--- config.mk ---
export PLATFORM = sky130hd
export DESIGN_NAME = pdba_pos
export DESIGN_NICKNAME = d
export VERILOG_FILES = /design/src/rtl/core/pdba_pkg.sv /design/src/rtl/core/pdba_pos.sv
export SDC_FILE = /design/constraint.sdc
export NUM_CORES = 1
export LEC_CHECK = 0
export ABC_AREA = 1
export BUFFER_PORTS_ARGS = -buffer_cell sky130_fd_sc_hd__buf_2
export CAP_MARGIN = 20
export CORE_MARGIN = 10
export CORE_UTILIZATION = 30
export CTS_BUF_LIST = sky130_fd_sc_hd__clkbuf_8
export DETAILED_ROUTE_END_ITERATION = 16
export SLEW_MARGIN = 20
export SYNTH_ARGS = -nofsm -noshare
export SYNTH_HDL_FRONTEND = slang
export SYNTH_SLANG_ARGS = --single-unit
export TNS_END_PERCENT = 50
--- constraint.sdc ---
create_clock -name clk_i -period 4.7 [get_ports clk_i]
set_input_delay 1.175 -clock clk_i [delete_from_list [all_inputs] [get_ports clk_i]]
set_output_delay 1.175 -clock clk_i [all_outputs]
set_load 0.05 [all_outputs]
--- src/rtl/core/pdba_pkg.sv ---
// ----------------------------------------------------------------------------
// pdba_pkg
// Shared types and constants of the 2x box-average downsampler.
// ----------------------------------------------------------------------------
package pdba_pkg;

  localparam int MaxOutWidth = 2048;
  localparam int AddrW       = $clog2(MaxOutWidth);
  localparam int SampleW     = 16;
  localparam int SumW        = SampleW + 1;
  localparam int ColW        = 12;
  localparam int WidthW      = $clog2(MaxOutWidth + 1);
  localparam int CmpW        = (ColW + 1 > WidthW) ? ColW + 1 : WidthW;
  localparam int ClipMax     = 255;

  localparam int CfgIdxW  = 2;
  localparam int CfgDataW = ColW;

  localparam logic [CfgIdxW-1:0] CfgBothDirections = 2'd0;
  localparam logic [CfgIdxW-1:0] CfgClipTo8bit     = 2'd1;
  localparam logic [CfgIdxW-1:0] CfgOutWidth       = 2'd2;

  typedef struct packed {
    logic [SampleW-1:0] sample;
    logic               frame_start;
  } in_item_t;

  typedef struct packed {
    logic [SampleW-1:0] result_pixel;
    logic               row_end;
  } out_item_t;

  typedef struct packed {
    logic            both_directions;
    logic            clip_to_8bit;
    logic [ColW-1:0] out_width;
  } cfg_t;

  // Decoded work for one completed horizontal pair.
  typedef struct packed {
    logic [SumW-1:0]  sum;
    logic [AddrW-1:0] addr;
    logic             store;
    logic             emit;
    logic             avg4;
    logic             last;
  } pair_t;

endpackage

--- src/rtl/core/pdba_pos.sv ---
// ----------------------------------------------------------------------------
// pdba_pos
// Raster position tracking and pair forming for the downsampler.
// ----------------------------------------------------------------------------
module pdba_pos (
  input  logic              clk_i,
  input  logic              rst_ni,
  input  logic              accept_i,
  input  pdba_pkg::in_item_t in_i,
  input  pdba_pkg::cfg_t    cfg_i,
  output pdba_pkg::pair_t   pair_o
);

  logic [pdba_pkg::SampleW-1:0] held_q, held_d;
  logic [pdba_pkg::ColW-1:0]    col_q, col_d;
  logic                         odd_q, odd_d;
  logic                         half_q, half_d;

  logic [pdba_pkg::ColW-1:0]    cur_col;
  logic                         cur_odd;
  logic                         cur_half;
  logic [pdba_pkg::WidthW-1:0]  eff_width;
  logic [pdba_pkg::CmpW-1:0]    col_ext;
  logic                         last;

  // A frame start clears the position before the flagged sample is taken.
  assign cur_col  = in_i.frame_start ? '0 : col_q;
  assign cur_odd  = in_i.frame_start ? 1'b0 : odd_q;
  assign cur_half = in_i.frame_start ? 1'b0 : half_q;

  always_comb begin
    if (cfg_i.out_width == '0) begin
      eff_width = pdba_pkg::WidthW'(1);
    end else if (int'(cfg_i.out_width) > pdba_pkg::MaxOutWidth) begin
      eff_width = pdba_pkg::WidthW'(pdba_pkg::MaxOutWidth);
    end else begin
      eff_width = pdba_pkg::WidthW'(cfg_i.out_width);
    end
  end

  assign col_ext = pdba_pkg::CmpW'(cur_col);
  assign last    = (col_ext + pdba_pkg::CmpW'(1)) >= pdba_pkg::CmpW'(eff_width);

  always_comb begin
    pair_o.sum   = pdba_pkg::SumW'(held_q) + pdba_pkg::SumW'(in_i.sample);
    if (col_ext >= pdba_pkg::CmpW'(pdba_pkg::MaxOutWidth)) begin
      pair_o.addr = pdba_pkg::AddrW'(pdba_pkg::MaxOutWidth - 1);
    end else begin
      pair_o.addr = pdba_pkg::AddrW'(col_ext);
    end
    pair_o.store = cur_half & cfg_i.both_directions & ~cur_odd;
    pair_o.emit  = cur_half & (~cfg_i.both_directions | cur_odd);
    pair_o.avg4  = cfg_i.both_directions;
    pair_o.last  = last;
  end

  always_comb begin
    held_d = held_q;
    col_d  = col_q;
    odd_d  = odd_q;
    half_d = half_q;
    if (accept_i) begin
      if (!cur_half) begin
        held_d = in_i.sample;
        half_d = 1'b1;
        col_d  = cur_col;
        odd_d  = cur_odd;
      end else begin
        half_d = 1'b0;
        if (last) begin
          col_d = '0;
          odd_d = ~cur_odd;
        end else begin
          col_d = cur_col + pdba_pkg::ColW'(1);
          odd_d = cur_odd;
        end
      end
    end
  end

  always_ff @(posedge clk_i or negedge rst_ni) begin
    if (!rst_ni) begin
      held_q <= '0;
      col_q  <= '0;
      odd_q  <= 1'b0;
      half_q <= 1'b0;
    end else begin
      held_q <= held_d;
      col_q  <= col_d;
      odd_q  <= odd_d;
      half_q <= half_d;
    end
  end

endmodule

Word-level counts from Yosys, hierarchy flattened
Index checks and enable logic that the tools add are counted.
{ "classes": {"add_sub_neg": 3, "magnitude_cmp": 3, "muxes": 11, "bitwise_logic": 7, "n_reduce_logical": 2} }
{ "op_table": {"columns": ["op", "count"], "rows": [
  ["12-bit 2-to-1 mux", 5],
  ["16-bit by 16-bit adder with 17-bit output", 1],
  ["12-bit by 1-bit adder with 13-bit output, second input constant", 1],
  ["13-bit by 12-bit greater-or-equal comparator with 1-bit output", 1],
  ["12-bit by 1-bit adder with 12-bit output, second input constant", 1],
  ["12-bit greater-or-equal comparator, second input constant", 1],
  ["12-bit > comparator, second input constant", 1],
  ["12-bit logical NOT", 1],
  ["11-bit 2-to-1 mux", 1],
  ["1-bit 2-to-1 mux", 5],
  ["1-bit AND", 3],
  ["1-bit inverter", 3],
  ["2-bit AND reduction", 1],
  ["1-bit OR", 1]
]} }
{ "totals": {"regBits": 30, "inputBits": 34, "out_inout_bits": 32, "elab_cells": 30} }

Logic depth before layout (Yosys ltp)
{ "depth": {"word_depth": 6, "depth_mapped": 24, "depth_no_buf": 23} }

Worst setup path before layout
OpenSTA, ideal clock, no wires.
{ "synth_timing": {"kind": "input -> output", "from": "input port in_i[0] (netlist bit)", "to": "output port pair_o[0] (netlist bit)", "t_arrival_ns": 3.330, "required_time_ns": 3.525, "setup_slack_ns": 0.195, "path_stages": 20, "cell_sequence": "buf_6 -> inv_6 -> nand2_1 -> inv_1 -> ha_1 -> nand2_4 -> nor2_4 -> nand2_4 -> xor2_1 -> inv_1 -> ha_1 -> nand2_1 -> nor2_1 -> nand2_1 -> nor2_1 -> nor2_1 -> nand2_1 -> nand2_1 -> nand3_4 -> buf_4"} }
{ "synth_between": {"elab_chain_len": 3} }
{ "synth_lines": {"columns": ["item", "line_no", "text"], "rows": [
  ["from (decl)", "pdba_pos.sv:9", "input pdba_pkg::in_item_t in_i,"],
  ["12-bit 2-to-1 mux", "pdba_pos.sv:27", "assign cur_col = in_i.frame_start ? '0 : col_q;"],
  ["12-bit by 1-bit adder with 13-bit output", "pdba_pos.sv:42", "assign last = (col_ext + pdba_pkg::CmpW'(1)) >= pdba_pkg::CmpW'(eff_width);"],
  ["13-bit by 12-bit greater-or-equal comparator with 1-bit output", "pdba_pos.sv:42", null],
  ["to (decl)", "pdba_pos.sv:11", "output pdba_pkg::pair_t pair_o"]
]} }
Every way passes these cells.

==> flow_metrics.tcl <==
set metrics [dict create \
    synthFlopType "dfrtp_1" \
    worstMarginPinSlew_ps 695.0 \
    status "finished clean" \
    fin_util 0.3828 \
    final_hold_viol_count 0 \
    cp-start-kind "input port" \
    drc 0 \
    io_buffers 64 \
    syn_to_final_growth_pct 24.93 \
    clock_latency_ps 270 \
    p_leak_nw 2.034 \
    p_comb_frac 0.590 \
    hold_slack_ps 503.8 \
    cp.arrival_ps 3360 \
    placed_cell_area_um2 3541 \
    drtAntennaViolNets 0 \
    setup_viol 0 \
    ios 66 \
    cts_max_level 2 \
    grt_max_degree 31 \
    start_util 0.3065 \
    die_h_um 119.7 \
    rrSetupSlack_ps 1690 \
    stdcell_area_um2 3725 \
    clk_pin_slew_worst_paths_ps 60 \
    powerDensity_nw_per_um2 342.9 \
    antennaDiodeCount 0 \
    die-area_um2 14330 \
    yosysSeqAreaShare 0.2518 \
    track_usage 0.1044 \
    n_fill_cell 1055 \
    p_sw_frac 0.5070 \
    peakVddDrop_uv 194.8 \
    switchingPower_mw 0.6476 \
    seq_area_um2 750.7 \
    grt_pass1_vias 2801 \
    netlist.area_leader.share 0.2518 \
    yosys-top-cells-count "76 x nand2_1, 64 x inv_1, 40 x nor2_1" \
    synth_nets 466 \
    rsz0062_at_grt "no" \
    multiInputGateArea_um2 2007 \
    synth_top_cell_by_area "dfrtp_1" \
    p_int_mw 0.6297 \
    slew_headroom 0.5367 \
    synth_area_per_cell_um2 7.417 \
    crit_fanout 4 \
    gr-total-overflow 0 \
    syn-instance-count 402 \
    clockRootBuffer "clkbuf_8" \
    rows 36 \
    vias 2822 \
    hold_class "register to register" \
    grt_pass1_wl_mm 12.84 \
    nNetsFinal 545 \
    wl_per_cell_um 12.40 \
    finalWirelength_mm 7.604 \
    core_region_area_um2 9729 \
    seq_power_share 0.253 \
    synth_edf_count 0 \
    drive_above_1_share 0.2938 \
    holdBufCountCts 0 \
    synth.distinct_cells 39 \
    synth.area.top_cells "dfrtp_1 25%, ha_1 12%, nand2_1 9.6%" \
    drtIter0Drc 158 \
    dp_hpwl_mm 6.200 \
    fin_crit_sh 0.9654 \
    gp_congestion 0.8822 \
    cts_buffer_depth 2 \
    finalPower_mw 1.277 \
    syn-cell-area_um2 2982 \
    grt_antenna_before_repair 0 \
    cts-buffers-inserted 5 \
    cts_num_sinks 30 \
    period_needed_ps 4538 \
    end_kind "primary output" \
    criticalPathCategory "input port to primary output" \
    fp.dieW_um 119.7 \
    via_per_inst 4.604 \
    synthArstFlopShare 1.000 \
    yosysMostFrequentCell "nand2_1" \
    fmax_mhz 220.4 \
    dr.pass1.iters 4 \
    ys_ff_latch 30 \
    worstPathRequired_ps 3520 \
    cts_tree "done" \
    cap_violations 0 \
    finClkSkew_ps 9.414 \
    slew_viol_final 0 \
    synth_warnings 0 \
    p_clk_frac 0.158 \
]
-- kinds of logic (layout without fill, tap and decap cells) --
family,Yosys count,in the layout,share of synthesized area
adder cells (fa/ha/maj),30,30,0.1284
AND/OR/NAND/NOR,172,172,0.2904
multiplexers,15,15,0.05665
AO/OA/AOI/OAI,60,60,0.1120
XOR/XNOR,20,20,0.05875
buffers and inverters,75,153,0.1020
flip-flops,30,30,0.2518
-- power groups by stage --
stage / Sequential (mW) / Combinational, mW / Clock (mW)
2_1_floorplan: 0.318 / 0.576 / 0
3_3_place_gp: 0.326 / 0.734 / 0
3_5_place_dp: 0.328 / 0.742 / 0
4_1_cts: 0.323 / 0.745 / 0.213
5_1_grt: 0.328 / 0.822 / 0.226
6_report: 0.323 / 0.753 / 0.201
-- routing by layer --
metal	GRT usage	routed length, um
met5	0	0
met4	0.02489	41
met3	0.03141	655
met2	0.1792	3566
met1	0.1248	3341
-- stage by stage --
step                      std cells  worst slack [ps]  TNS, ps
final                           613             162.5        0
after global routing            613             1.291        0
after CTS                       612             6.129        0
after detailed placement        606            -38.00   -38.00
after global placement          606            -26.95   -26.95
after floorplan                 402             194.5        0
-- worst max-delay path, stage by stage --
cell and delay (ps):
buf_2 180, inv_6 30, nand2_1 90, inv_2 60, ha_4 160, buf_4 120
or2_2 280, nand2_1 90, inv_1 50, ha_1 330, a21oi_2 140, nand2_1 50
nand2_1 50, nand2_1 40, nand2_1 50, nand2_1 90, nand2_2 100, nand3_4 90
buf_8 170
-- area by class of cell --
cell class	instances	share of cell area
clock buffers	6	0.02217
inverters	65	0.06685
multi-input cells	297	0.5388
flip-flops and latches	30	0.2015
well taps	133	0.04468
repair buffers	82	0.1260
-- flip-flops by register name (all words and copies together) (netlist names) --
| signal | count |
|---|---|
| held_q | 16 |
| col_q | 12 |
| half_q | 1 |
| odd_q | 1 |
-- final timing paths --
check | startpoint | to | depth (start not counted)
min in group asynchronous | rst_ni | held_q[4]$_DFFE_PN0P_ | 1
max reg2reg | col_q[0]$_DFFE_PN0P_ | col_q[5]$_DFFE_PN0P_ | 14
min reg2reg | held_q[11]$_DFFE_PN0P_ | held_q[11]$_DFFE_PN0P_ | 1
max in group asynchronous | rst_ni | half_q$_DFFE_PN0P_ | 1
min | held_q[11]$_DFFE_PN0P_ | held_q[11]$_DFFE_PN0P_ | 1
max | in_i[0] | pair_o[0] | 19
-- placed cells by master, fill, tap and decap left out, drive strengths merged --
master / n
nand2: 83
buf: 82
inv: 65
nor2: 49
dfrtp: 30
ha: 29
a21oi: 28
nand3: 25
o21ai: 22
xor2: 16
mux2: 15
clkbuf: 6
nand4: 5
nor3: 5
xnor2: 4
a21o: 3
nor4: 2
o21bai: 2
a21boi: 2
or2: 1
o21a: 1
o2111ai: 1
and3: 1
and2: 1
o21ba: 1
fa: 1
-- repair_timing --
item	in CTS	in global routing
endpoints found under the setup margin	1	1
resized for setup	1	20
pin swaps	0	4
gates cloned	0	0
setup buffers	0	1
No activity file was read; power rests on OpenSTA's default activity.
