<file path="src/rtl/core/pdba_pkg.sv">
// ----------------------------------------------------------------------------
// pdba_pkg
// Shared types and constants of the 2x box-average downsampler.
// ----------------------------------------------------------------------------
package pdba_pkg;

  localparam int MaxOutWidth = 2048;
  localparam int AddrW       = $clog2(MaxOutWidth);
  localparam int SampleW     = 16;
  localparam int SumW        = SampleW + 1;
  localparam int ColW        = 12;
  localparam int WidthW      = $clog2(MaxOutWidth + 1);
  localparam int CmpW        = (ColW + 1 > WidthW) ? ColW + 1 : WidthW;
  localparam int ClipMax     = 255;

  localparam int CfgIdxW  = 2;
  localparam int CfgDataW = ColW;

  localparam logic [CfgIdxW-1:0] CfgBothDirections = 2'd0;
  localparam logic [CfgIdxW-1:0] CfgClipTo8bit     = 2'd1;
  localparam logic [CfgIdxW-1:0] CfgOutWidth       = 2'd2;

  typedef struct packed {
    logic [SampleW-1:0] sample;
    logic               frame_start;
  } in_item_t;

  typedef struct packed {
    logic [SampleW-1:0] result_pixel;
    logic               row_end;
  } out_item_t;

  typedef struct packed {
    logic            both_directions;
    logic            clip_to_8bit;
    logic [ColW-1:0] out_width;
  } cfg_t;

  // Decoded work for one completed horizontal pair.
  typedef struct packed {
    logic [SumW-1:0]  sum;
    logic [AddrW-1:0] addr;
    logic             store;
    logic             emit;
    logic             avg4;
    logic             last;
  } pair_t;

endpackage

</file>
<file path="src/rtl/core/pdba_avg.sv">
// ----------------------------------------------------------------------------
// pdba_avg
// Pair stage and result register: rounding, clamping and output handshake.
// ----------------------------------------------------------------------------
module pdba_avg (
  input  logic                       clk_i,
  input  logic                       rst_ni,
  input  logic                       load_i,
  input  pdba_pkg::pair_t            pair_i,
  input  logic                       clip_i,
  input  logic [pdba_pkg::SumW-1:0]  line_sum_i,
  output logic                       stage_ready_o,
  output logic                       out_valid_o,
  input  logic                       out_ready_i,
  output pdba_pkg::out_item_t        out_data_o
);

  logic                        s1_valid_q;
  logic [pdba_pkg::SumW-1:0]   s1_sum_q;
  logic                        s1_avg4_q;
  logic                        s1_last_q;
  logic                        s1_clip_q;

  logic                        out_valid_q;
  pdba_pkg::out_item_t         out_data_q, out_data_d;

  logic                        adv;
  logic [pdba_pkg::SumW+1:0]   sum4;
  logic [pdba_pkg::SumW:0]     sum2;
  logic [pdba_pkg::SampleW-1:0] res;

  assign adv           = ~out_valid_q | out_ready_i;
  assign stage_ready_o = ~s1_valid_q | adv;

  // The stored line sum arrives from the RAM in the same cycle as the stage.
  assign sum4 = (pdba_pkg::SumW+2)'(line_sum_i) + (pdba_pkg::SumW+2)'(s1_sum_q)
              + (pdba_pkg::SumW+2)'(2);
  assign sum2 = (pdba_pkg::SumW+1)'(s1_sum_q) + (pdba_pkg::SumW+1)'(1);

  always_comb begin
    if (s1_avg4_q) begin
      res = sum4[pdba_pkg::SampleW+1:2];
    end else begin
      res = sum2[pdba_pkg::SampleW:1];
    end
    if (s1_clip_q && (int'(res) > pdba_pkg::ClipMax)) begin
      res = pdba_pkg::SampleW'(pdba_pkg::ClipMax);
    end
    out_data_d.result_pixel = res;
    out_data_d.row_end      = s1_last_q;
  end

  always_ff @(posedge clk_i or negedge rst_ni) begin
    if (!rst_ni) begin
      s1_valid_q  <= 1'b0;
      out_valid_q <= 1'b0;
    end else begin
      if (load_i) begin
        s1_valid_q <= 1'b1;
      end else if (adv) begin
        s1_valid_q <= 1'b0;
      end
      if (adv) begin
        out_valid_q <= s1_valid_q;
      end
    end
  end

  always_ff @(posedge clk_i) begin
    if (load_i) begin
      s1_sum_q  <= pair_i.sum;
      s1_avg4_q <= pair_i.avg4;
      s1_last_q <= pair_i.last;
      s1_clip_q <= clip_i;
    end
    if (adv && s1_valid_q) begin
      out_data_q <= out_data_d;
    end
  end

  assign out_valid_o = out_valid_q;
  assign out_data_o  = out_data_q;

endmodule

</file>
<file path="config.mk">
export PLATFORM = sky130hd
export DESIGN_NAME = pdba_avg
export DESIGN_NICKNAME = d
export VERILOG_FILES = /design/src/rtl/core/pdba_pkg.sv /design/src/rtl/core/pdba_avg.sv
export SDC_FILE = /design/constraint.sdc
export NUM_CORES = 1
export LEC_CHECK = 0
export BUFFER_PORTS_ARGS = -buffer_cell sky130_fd_sc_hd__buf_2
export CORE_ASPECT_RATIO = 0.6
export CORE_MARGIN = 2
export CORE_UTILIZATION = 45
export DETAILED_ROUTE_END_ITERATION = 8
export GPL_TIMING_DRIVEN = 0
export PLACE_DENSITY = 0.69
export REMOVE_ABC_BUFFERS = 1
export SETUP_SLACK_MARGIN = 0.02
export SLEW_MARGIN = 20
export SYNTH_ARGS = -nofsm -noshare
export SYNTH_HDL_FRONTEND = slang
export SYNTH_SLANG_ARGS = --single-unit
</file>
<file path="constraint.sdc">
create_clock -name clk_i -period 3.95 [get_ports clk_i]
set_input_delay 0.395 -clock clk_i [delete_from_list [all_inputs] [get_ports clk_i]]
set_output_delay 0.395 -clock clk_i [all_outputs]
set_load 0.05 [all_outputs]
</file>
; Word level (Yosys, flattened, before mapping)
; Index checks and enable logic that the tools add are counted.
[op_classes]
addsub = 3
order_cmp = 1
reduce_logical = 3
muxes = 3
n_bitwise = 4
[op_table]
columns = op, count
row1 = $add A17 B17 Y18, 1
row2 = $add A18 B2 Y18 const B, 1
row3 = $add A17 B1 Y17 const B, 1
row4 = $gt A16 B8 Y1 const B, 1
row5 = $mux W16, 1
row6 = $logic_and A1 B1 Y1, 2
row7 = $mux W1, 2
row8 = $not A1 Y1, 2
row9 = $or A1 B1 Y1, 2
row10 = $reduce_bool A2 Y1, 1
[totals]
output_inout_bits = 19
elab_cells = 22
register_bits = 39
inputBits = 54

; Logic depth before layout (Yosys ltp)
; Gate-level depths: netlist of the first run.
[depth]
depth_word = 5
ltp_mapped = 12
mapped_depth_nobuf = 12

; Worst setup path after synthesis of the first run
; Ideal clock, no wire load.
[synth_timing]
kind = input -> register
start = input port line_sum_i[1] in the netlist's numbering
end = register out_data_q, in the netlist out_data_o[5] (data pin)
stages = 12
t_arrival_ns = 2.873
t_required_ns = 3.659
slack_ns = 0.786
path_buffers = 0
setup_ns = 0.291
cell_sequence = inv_1 > ha_1 > nand3b_1 > inv_1 > fa_1 > a211oi_1 > o21ai_0 > a41oi_1 > and3_1 > o31ai_1 > o41ai_4 > o2111ai_1
[synth_via]
elab_chain_cells = 5
[synth_rtl]
columns = item, line_no
row1 = "start, declared", pdba_avg.sv:11  ; input logic [pdba_pkg::SumW-1:0] line_sum_i,
row2 = $add A17 B17 Y18 (*), pdba_avg.sv:36  ; assign sum4 = (pdba_pkg::SumW+2)'(line_sum_i) + (pdba_pkg::SumW+2)'(s1_sum_q)
row3 = $add A18 B2 Y18 (*), pdba_avg.sv:37  ; + (pdba_pkg::SumW+2)'(2);
row4 = $mux W16 (*), pdba_avg.sv:41  ; if (s1_avg4_q) begin
row5 = $gt A16 B8 Y1, pdba_avg.sv:46  ; if (s1_clip_q && (int'(res) > pdba_pkg::ClipMax)) begin
row6 = $logic_and A1 B1 Y1, pdba_avg.sv:46
row7 = "end signal, assigned", pdba_avg.sv:77  ; out_data_q <= out_data_d;
row8 = "end, declared", pdba_avg.sv:25  ; pdba_pkg::out_item_t out_data_q, out_data_d;
; Every way passes the cells marked *; elsewhere a longest branch is shown, timed or not.
; A chain may end at the register's enable or synchronous reset.

; Final worst setup path of the first run
[layout_timing]
start = register s1_sum_q[1] in the netlist's numbering
end = register out_data_q, in the netlist out_data_o[6] (data pin)
[layout_via]
elab_chain_cells = 5
word_cells_on_any_way = 6
cone_classes = add/sub (3) / order compare (1) / mux (1) / reduce/logical (1)
[layout_rtl]
columns = item, line_no
row1 = "start, declared", pdba_avg.sv:19  ; logic [pdba_pkg::SumW-1:0] s1_sum_q;
row2 = "start signal, assigned", pdba_avg.sv:71  ; s1_sum_q <= pair_i.sum;
row3 = $add A17 B17 Y18, pdba_avg.sv:36
row4 = $add A18 B2 Y18, pdba_avg.sv:37
row5 = $mux W16 (*), pdba_avg.sv:41
row6 = $gt A16 B8 Y1, pdba_avg.sv:46
row7 = $logic_and A1 B1 Y1, pdba_avg.sv:46
; Marks and branches as above.

==> results.tsv, run 1 <==
stage	metric	value	unit
placement	io_buffers	59	
critical_path	critPathMaxFanout	8	
grt	grt_max_degree	30	
synthesis	yosys_warnings	0	
timing	finalCritPeriodShare	92.02	%
critical_path	rrSetupSlack	320	ps
power_and_ir_drop	seq_power_share	42.1	%
layout	nets	422	
synthesis	avgSynthCellArea	10.57	µm²
power_and_ir_drop	combPwrFrac	37.4	%
power_and_ir_drop	pwr-share-clk	20.5	%
power_and_ir_drop	p_leak	0.001379	µW
floorplanning	die_h	66.04	µm
routing	ant_nets	0	
synthesis	synth_top_area_share	38.49	%
clock_tree	clk_path_buf_depth	2	
power_and_ir_drop	irDropWorstVdd	184.6	µV
timing	setup_tns	0	ps
timing	max_freq	0.2751	GHz
clock_tree	clkTransAtPathRegs	70	ps
routing	routedWlPerCell	15.62	µm
grt	antenna_found_initial	0	
timing	rsz0062_at_grt	no	
power_and_ir_drop	cellPowerDensity	377.0	nW/µm²
timing	fin_crit	3635	ps
floorplanning	die_area	7092	µm²
critical_path	crit_path_end_kind	flip-flop	
layout	drive_gt1_share	22.62	%
timing	timing_worst_slew_pin_value	991.1	ps
synthesis	synth-seq-area-share	40.23	%
synthesis	synth_seq_cells	39	
outcome	status	complete, no violations	
placement	dpl.hpwl	5259	µm
critical_path	crit_arrival	3640	ps
grt	grt_usage	19.74	%
synthesis	synth_edf_count	37	
routing	remaining_drc_errors	0	
timing	finalSetupViolCount	0	
clock_tree	insertion_delay	300	ps
critical_path	worstSetupPathType	flip-flop to flip-flop	
clock_tree	clock_sink_count	39	
power_and_ir_drop	power.switching	472.5	µW
floorplanning	die_w	107.4	µm
synthesis	synth.largest_area_cell	edfxtp_1	
synthesis	async_flop_share	5.128	%
grt	overflow	0	
timing	final.setup_skew	3.598	ps
synthesis	synthCells	273	
critical_path	start_kind	flip-flop	
clock_tree	cts_root_buffer	clkbuf_8	
timing	hold_viol	0	
routing	avgViaCountPerCell	5.660	
clock_tree	cts_made_buffers	5	
floorplanning	start_util	46.81	%
critical_path	worst-endpoint-required	3950	ps
synthesis	syn_area	2887	µm²
power_and_ir_drop	p_sw_share	37.21	%
power_and_ir_drop	power	1270	µW
floorplanning	core-area	6166	µm²
routing	dr.pass1.iters	4	
placement	place_congestion	0.8827	
routing	vias	2377	
worst_hold_path	hp-class	input port to flip-flop	
timing	slew_viol_final	0	
power_and_ir_drop	p_int	797.4	µW
floorplanning	rows	22	
grt	grt_pass1_vias	1999	
run	maxCapViolCount	0	
grt	grt_pass1_wl	10410	µm
synthesis	synth_flop_cell	edfxtp_1	
synthesis	synth.area.top_cells	edfxtp_1 (38%), ha_1 (14%), xnor2_1 (3.3%)	
routing	wirelength	6560	µm
routing	first_iter_violations	208	
synthesis	synth.distinct_cells	53	
timing	max_slew_margin	33.93	%
floorplanning	pin_count	73	
layout	diodes	0	
clock_tree	cts_tree	done	
layout	area_growth	16.69	%
clock_tree	cts_htree_levels	2	
[worst paths after layout]
kind	cells after the start	startpoint	end
min in group asynchronous	2	rst_ni	s1_valid_q
min	1	pair_i[0]	s1_last_q
max	12	s1_sum_q[1]	out_data_o[6]
min reg2reg	0	s1_last_q	out_data_o[0]
max reg2reg	12	s1_sum_q[1]	out_data_o[6]
max in group asynchronous	2	rst_ni	out_valid_o
[routing by layer]
| metal | routed length (µm) | vias to the layer above | global-route usage (%) |
|---|---|---|---|
| met5 | 0 | - | 0 |
| met1 | 3479 | 1071 | 32.12 |
| met4 | 74 | 0 | 6.090 |
| met3 | 642 | 8 | 5.222 |
| met2 | 2364 | 102 | 24.29 |
| li1 | - | 1196 | - |
[registers in the layout (all words and copies together), names as in the netlist]
signal       cells
s1_clip_q        1
s1_valid_q       1
s1_last_q        1
s1_avg4_q        1
out_data_o      17
out_valid_o      1
s1_sum_q        17
[kinds of logic (layout without fill, tap and decap cells)]
group / Yosys count / count (layout) / share of synthesized area [%]
compound gates: 68 / 68 / 18.03
xor+xnor: 21 / 21 / 6.372
fa+ha+maj: 33 / 33 / 14.56
buf+inv: 16 / 79 / 2.124
flops: 39 / 39 / 40.23
mux: 5 / 5 / 1.777
simple gates: 91 / 91 / 16.90
[worst max-delay path, stage by stage, from the launching register on]
cell and delay, ps:
edfxtp_1 390, inv_1 60, ha_1 250, nand3b_1 200
inv_1 80, fa_1 420, a211oi_1 360, o21ai_0 270
a41oi_2 340, and3_1 220, o31ai_1 110, o41ai_4 410
o2111ai_1 210
[metrics by stage]
step | cell area (µm²) | hold slack [ps] | setup slack, ps | util [%] | instances
final | 3368 | 268.1 | 315.1 | 54.63 | 420
after global routing | 3368 | 253.6 | 21.19 | 54.63 | 420
after CTS | 3361 | 261.3 | 266.2 | 54.50 | 420
after detailed placement | 3267 | 181.8 | 206.2 | 52.98 | 411
after global placement | 3267 | 179.1 | 262.8 | 52.98 | 411
after floorplan | 2867 | 99.41 | 785.9 | - | 268
[what timing repair did]
item                                   CTS  global route
hold buffers                             1             0
buffers inserted                         0             0
setup endpoints to repair                0             4
endpoints found under the hold margin    2             0
resized for setup                        0             1
[cells in the final DEF, fill, tap and decap left out, types with 6 or more instances in the layout]
| cell type | n |
|---|---|
| a21oi_1 | 15 |
| nand2_1 | 22 |
| buf_2 | 59 |
| inv_1 | 10 |
| nand4_1 | 6 |
| o21ai_0 | 10 |
| edfxtp_1 | 37 |
| xnor2_1 | 11 |
| xor2_1 | 10 |
| nand3_1 | 13 |
| ha_1 | 32 |
| nor2_1 | 12 |
[power groups by stage]
| stage | Clock [µW] | Sequential, µW | Combinational (µW) |
|---|---|---|---|
| 2_1_floorplan | 0 | 601 | 285 |
| 3_3_place_gp | 0 | 541 | 458 |
| 3_5_place_dp | 0 | 543 | 462 |
| 4_1_cts | 266 | 534 | 467 |
| 5_1_grt | 285 | 541 | 520 |
| 6_report | 261 | 534 | 475 |
[synthesized netlist by cell type (all sizes together), types with 2 or more instances]
master / instances
xor2: 10
o31ai: 2
nand2b: 4
a21oi: 17
o311a: 2
nand3b: 3
nor2: 12
nand2: 22
o211ai: 5
nand4: 6
inv: 10
nand3: 13
a21boi: 3
o21ai: 10
nor4: 4
nor3: 6
clkbuf: 4
a31oi: 2
a21o: 5
dfrtp: 2
or3: 3
edfxtp: 37
o221a: 2
and4: 5
mux2i: 4
ha: 32
xnor2: 11
a211oi: 5
and3: 4
o2111ai: 5
and2: 4
[final cells by class]
type                            instances  area, µm²
Sequential cell                        39       1161
Multi-Input combinational cell        218       1672
Inverter                               11      41.29
Tap cell                               84      105.1
Fill cell                             591       2798
Timing Repair Buffer                   60      305.3
Clock inverter                          3      15.01
Clock buffer                            5      68.82
Power figures use the tool's default switching activity.
==> inputs of run 2 (changes only) <==
GPL_TIMING_DRIVEN = not set   (was 0)
PLACE_DENSITY = 0.79   (was 0.69)
==> run 2 against run 1 <==
Effect of this change:
- utilization rose by 0.79 points
- die area did not move
- hold slack improved by 6.3 ps
- via count rose by 1.1%
==> results.tsv, run 2 (synthesized netlist as in run 1, its figures left out) <==
stage	metric	value	unit
grt	grt_busiest_layer	met1	
clock_tree	clkTransAtPathRegs	70	ps
timing	final.setup_skew	3.961	ps
timing	hold_viol	0	
placement	dpl.hpwl	5392	µm
floorplanning	start_util	46.81	%
critical_path	crit_path_end_kind	flip-flop	
routing	avgViaCountPerCell	5.681	
floorplanning	die_area	7092	µm²
critical_path	start_kind	flip-flop	
power_and_ir_drop	irDropWorstVdd	192.9	µV
layout	diodes	0	
floorplanning	die_h	66.04	µm
grt	use_met2	26.74	%
routing	routedWlPerCell	15.83	µm
critical_path	crit_arrival	3710	ps
power_and_ir_drop	p_leak	0.001408	µW
grt	grt.met3_usage	5.714	%
worst_hold_path	hp-class	input port to flip-flop	
clock_tree	clock_sink_count	39	
power_and_ir_drop	cellPowerDensity	396.0	nW/µm²
layout	drive_gt1_share	23.01	%
power_and_ir_drop	power	1353	µW
timing	setup_tns	0	ps
critical_path	critPathMaxFanout	8	
timing	timing_worst_slew_pin_value	714.2	ps
timing	max_freq	0.2698	GHz
layout	layout_common_cells	buf_2 (59), edfxtp_1 (37), ha_1 (32)	
grt	grt_pass1_wl	10760	µm
grt	overflow	0	
grt	grt_usage	19.91	%
floorplanning	die_w	107.4	µm
floorplanning	pin_count	73	
grt	grt_max_degree	29	
routing	ant_nets	0	
clock_tree	cts_made_buffers	5	
outcome	status	complete, no violations	
clock_tree	cts_resized	0	
timing	max_slew_margin	52.39	%
placement	place_congestion	0.9479	
routing	dr.pass1.iters	5	
grt	use_met1	31.37	%
run	maxCapViolCount	0	
critical_path	worst-endpoint-required	3950	ps
clock_tree	cts_tree	done	
clock_tree	insertion_delay	290	ps
routing	wirelength	6695	µm
routing	first_iter_violations	144	
timing	finalSetupViolCount	0	
timing	finalCritPeriodShare	93.85	%
layout	nets	425	
layout	fillers	552	
timing	holdWs	274.4	ps
routing	vias	2403	
layout	instances_no_fill	423	
timing	slew_viol_final	0	
floorplanning	core-area	6166	µm²
layout	area_growth	18.38	%
grt	antenna_found_initial	0	
placement	dpl.cell_count	413	
critical_path	worstSetupPathType	flip-flop to flip-flop	
timing	rsz0062_at_grt	no	
floorplanning	rows	22	
layout	utilization	55.42	%
clock_tree	cts_root_buffer	clkbuf_8	
clock_tree	clk_path_buf_depth	2	
placement	io_buffers	59	
clock_tree	cts_htree_levels	2	
layout	final_common_cell	buf_2	
routing	remaining_drc_errors	0	
grt	grt_pass1_vias	2155	
timing	fin_crit	3707	ps
-- run 2: changes by cell type in the layout (fill, tap and decap cells not counted) --
cell	change
clkinv_2	-2
a41oi_2	-1
buf_4	+3
a41oi_1	+1
clkbuf_8	+1
bufinv_16	+1
-- run 2: worst max-delay path: stages (launching register included) --
cell	delay [ps]
edfxtp_1	410
inv_1	60
ha_1	260
nand3b_1	200
inv_1	80
fa_1	420
a211oi_1	370
o21ai_0	230
a41oi_1	390
and3_1	240
o31ai_1	120
o41ai_4	330
buf_4	200
o2111ai_1	120
-- run 2: layer usage --
| metal | vias up | wire, µm | part of all wire (%) |
|---|---|---|---|
| met5 | - | 0 | 0 |
| met4 | 0 | 56 | 0.84 |
| met3 | 9 | 676 | 10 |
| met2 | 116 | 2550 | 38 |
| met1 | 1081 | 3411 | 51 |
| li1 | 1197 | - | - |
-- run 2: through the flow --
step / cell area (µm²) / setup slack (ps)
floorplan: 2867 / 785.9
global placement: 3282 / 346.0
detailed placement: 3282 / 297.7
CTS: 3410 / 318.6
global route: 3417 / 44.86
finish: 3417 / 242.9
-- run 2: what timing repair did --
| action | 4_1_cts | 5_1_grt |
|---|---|---|
| buffers inserted | 0 | 1 |
| endpoints found under the setup margin | 0 | 4 |
| hold buffers | 1 | 0 |
| hold endpoints to repair | 2 | 0 |
-- run 2: where the power goes --
part           leakage [µW]  switching, µW  internal (µW)  total [µW]
Clock             0.0000612            132            204         336
Sequential         0.000372           27.7            501         528
Combinational      0.000975            309            179         488
Total               0.00141            469            884        1350
-- run 2: final timing paths --
kind | start | to | slack, ps | cells past startpoint
min in group asynchronous | rst_ni | s1_valid_q | 420 | 2
worst max-delay path | s1_sum_q[1] | out_data_o[6] | 240 | 13
worst max register to register | s1_sum_q[1] | out_data_o[6] | 240 | 13
worst min register to register | s1_last_q | out_data_o[0] | 420 | 0
max in group asynchronous | rst_ni | out_valid_o | 3440 | 2
worst min-delay path | pair_i[28] | s1_sum_q[13] | 270 | 1
-- run 2: area by class of cell --
cell class | count | area, µm² | area share [%]
clock buffers | 6 | 82.58 | 2.417
clock inverters | 2 | 35.03 | 1.025
inverters | 11 | 41.29 | 1.208
multi-input cells | 218 | 1664 | 48.70
flip-flops and latches | 39 | 1161 | 33.98
well taps | 84 | 105.1 | 3.076
repair buffers | 63 | 327.8 | 9.594
==> inputs of run 3 (changes only) <==
CORE_UTILIZATION = 54   (was 45)
PLACE_DENSITY = 0.91   (was 0.79)
==> run 3 against run 2 <==
Effect of this change:
- sequential power barely moved
- register-to-register slack hardly changed
- sequential share of layout area is 0.15 points higher
- critical endpoint is now out_data_o[5]
==> results.tsv, run 3 (synthesized netlist as in run 1, its figures left out) <==
stage	metric	value	unit
timing	hold_viol	0	
layout	layout_common_cells	buf_2 (59), edfxtp_1 (37), ha_1 (32)	
critical_path	r2r-start	s1_sum_q[1]	
layout	diodes	0	
timing	slew_viol_final	0	
grt	grt_pass1_vias	2165	
routing	ant_nets	0	
clock_tree	cts_made_buffers	5	
clock_tree	clock_sink_count	39	
critical_path	reg2reg_depth	13	
run	maxCapViolCount	0	
critical_path	crit_path_start	s1_sum_q[1]	
floorplanning	die_h	60.63	µm
power_and_ir_drop	cellPowerDensity	401.4	nW/µm²
critical_path	cp_top_family	compound AO/OA/AOI/OAI gates	
routing	wirelength	6793	µm
floorplanning	die_w	98.39	µm
clock_tree	cts_root_buffer	clkbuf_8	
floorplanning	rows	20	
worst_hold_path	hp-class	input port to flip-flop	
placement	place_congestion	0.9562	
critical_path	critPathMaxStageDelay	430	ps
critical_path	worstSetupPathType	flip-flop to flip-flop	
routing	avgViaCountPerCell	6.035	
routing	remaining_drc_errors	0	
timing	final.setup_skew	14.09	ps
critical_path	crit_path_end_kind	flip-flop	
routing	dr.pass1.iters	5	
critical_path	critical_path_buf_inv_count	3	
routing	first_iter_violations	299	
clock_tree	clk_path_buf_depth	2	
critical_path	critPathMaxFanout	8	
timing	max_slew_margin	53.18	%
clock_tree	cts_htree_levels	2	
timing	finalCritPeriodShare	93.59	%
timing	layout_setup_ws	253.1	ps
critical_path	worstReg2RegEnd	out_data_o[5]	
timing	timing_worst_slew_pin_value	702.4	ps
layout	utilization	66.64	%
worst_hold_path	min-delay-start	pair_i[0]	
critical_path	worst-endpoint-required	3940	ps
clock_tree	insertion_delay	300	ps
grt	antenna_found_initial	0	
timing	max_freq	0.2705	GHz
placement	io_buffers	59	
placement	dpl.hpwl	5508	µm
grt	grt_pass1_wl	10920	µm
timing	rsz0062_at_grt	no	
layout	nets	425	
critical_path	rrSetupSlack	250	ps
grt	overflow	0	
critical_path	path_common_cell	inv_1	
routing	vias	2444	
outcome	status	complete, no violations	
critical_path	cp_cell_sequence	inv_1, ha_1, nand3b_1, inv_1, fa_1, a211oi_1, o21ai_0, a41oi_2, and3_1, o31ai_1, o41ai_4, buf_4, o2111ai_1	
timing	fin_crit	3697	ps
placement	post-place-ws	144.9	ps
grt	grt_usage	24.43	%
clock_tree	cts_tree	done	
grt	grt_max_degree	29	
critical_path	crit_arrival	3690	ps
power_and_ir_drop	p_leak	0.001408	µW
floorplanning	core-area	5105	µm²
layout	area_growth	17.86	%
worst_hold_path	worstHoldEndpoint	s1_last_q	
timing	setup_tns	0	ps
routing	routedWlPerCell	16.77	µm
floorplanning	start_util	56.54	%
floorplanning	pin_count	73	
critical_path	start_kind	flip-flop	
clock_tree	clkTransAtPathRegs	80	ps
critical_path	critPathSlowestCell	fa_1	
power_and_ir_drop	irDropWorstVdd	224.2	µV
layout	drive_gt1_share	23.30	%
worst_hold_path	hold_path_depth	1	
floorplanning	die_area	5965	µm²
layout	final_common_cell	buf_2	
timing	finalSetupViolCount	0	
run 3: cell counts in the layout (fill, tap and decap cells not counted):
No cell type changed its count.
run 3: worst max-delay path by stage:
stage / endpoint / slack [ps] / depth (start not counted)
3_3_place_gp: out_data_o[5] / 350 / 13
3_5_place_dp: out_data_o[6] / 140 / 13
2_1_floorplan: out_data_o[5] / 790 / 12
5_1_grt: out_data_o[6] / 20 / 13
6_report: out_data_o[5] / 250 / 13
4_1_cts: out_data_o[6] / 180 / 12
run 3: repair_timing:
action                                  4_1_cts  5_1_grt
hold buffers                                  1        0
buffers inserted                              0        1
endpoints found under the hold margin         2        0
endpoints found under the setup margin        0        8
gates resized for setup                       0        1
run 3: area by class of cell:
class | instances | area (µm²)
Timing Repair Buffer | 63 | 327.8
Sequential cell | 39 | 1161
Inverter | 11 | 41.29
Tap cell | 66 | 82.58
Fill cell | 412 | 1703
Clock buffer | 6 | 82.58
Clock inverter | 2 | 35.03
Multi-Input combinational cell | 218 | 1672
run 3: metal layers:
layer	up-vias	part of all wire, %	GRT usage, %
met4	0	1.0	4.892
li1	1200	-	-
met3	10	8.7	5.300
met5	-	0	0
met1	1111	51	37.45
met2	123	40	36.15
run 3: stage by stage:
stage | power, µW | hold slack [ps] | cells | instance area (µm²)
after floorplan | 885.9 | 99.41 | 268 | 2867
after global placement | 996.3 | 179.1 | 395 | 3259
after detailed placement | 1011 | 186.2 | 395 | 3259
after CTS | 1352 | 264.0 | 404 | 3387
after global routing | 1436 | 257.1 | 405 | 3402
final | 1366 | 267.4 | 405 | 3402
run 3: worst register-to-register path, delay by kind of cell (launching register included):
family | cells | cell delay (ps)
adders and majority gates | 2 | 690
and+or+nand+nor | 2 | 420
DFF | 1 | 390
buffers and inverters | 3 | 360
AOI/OAI and AO/OA | 6 | 1530
run 3: power breakdown:
part	total [µW]	switching, µW	internal, µW
clock	346	142	204
combinational	493	313	180
sequential	526	26.0	500
total	1370	481	885
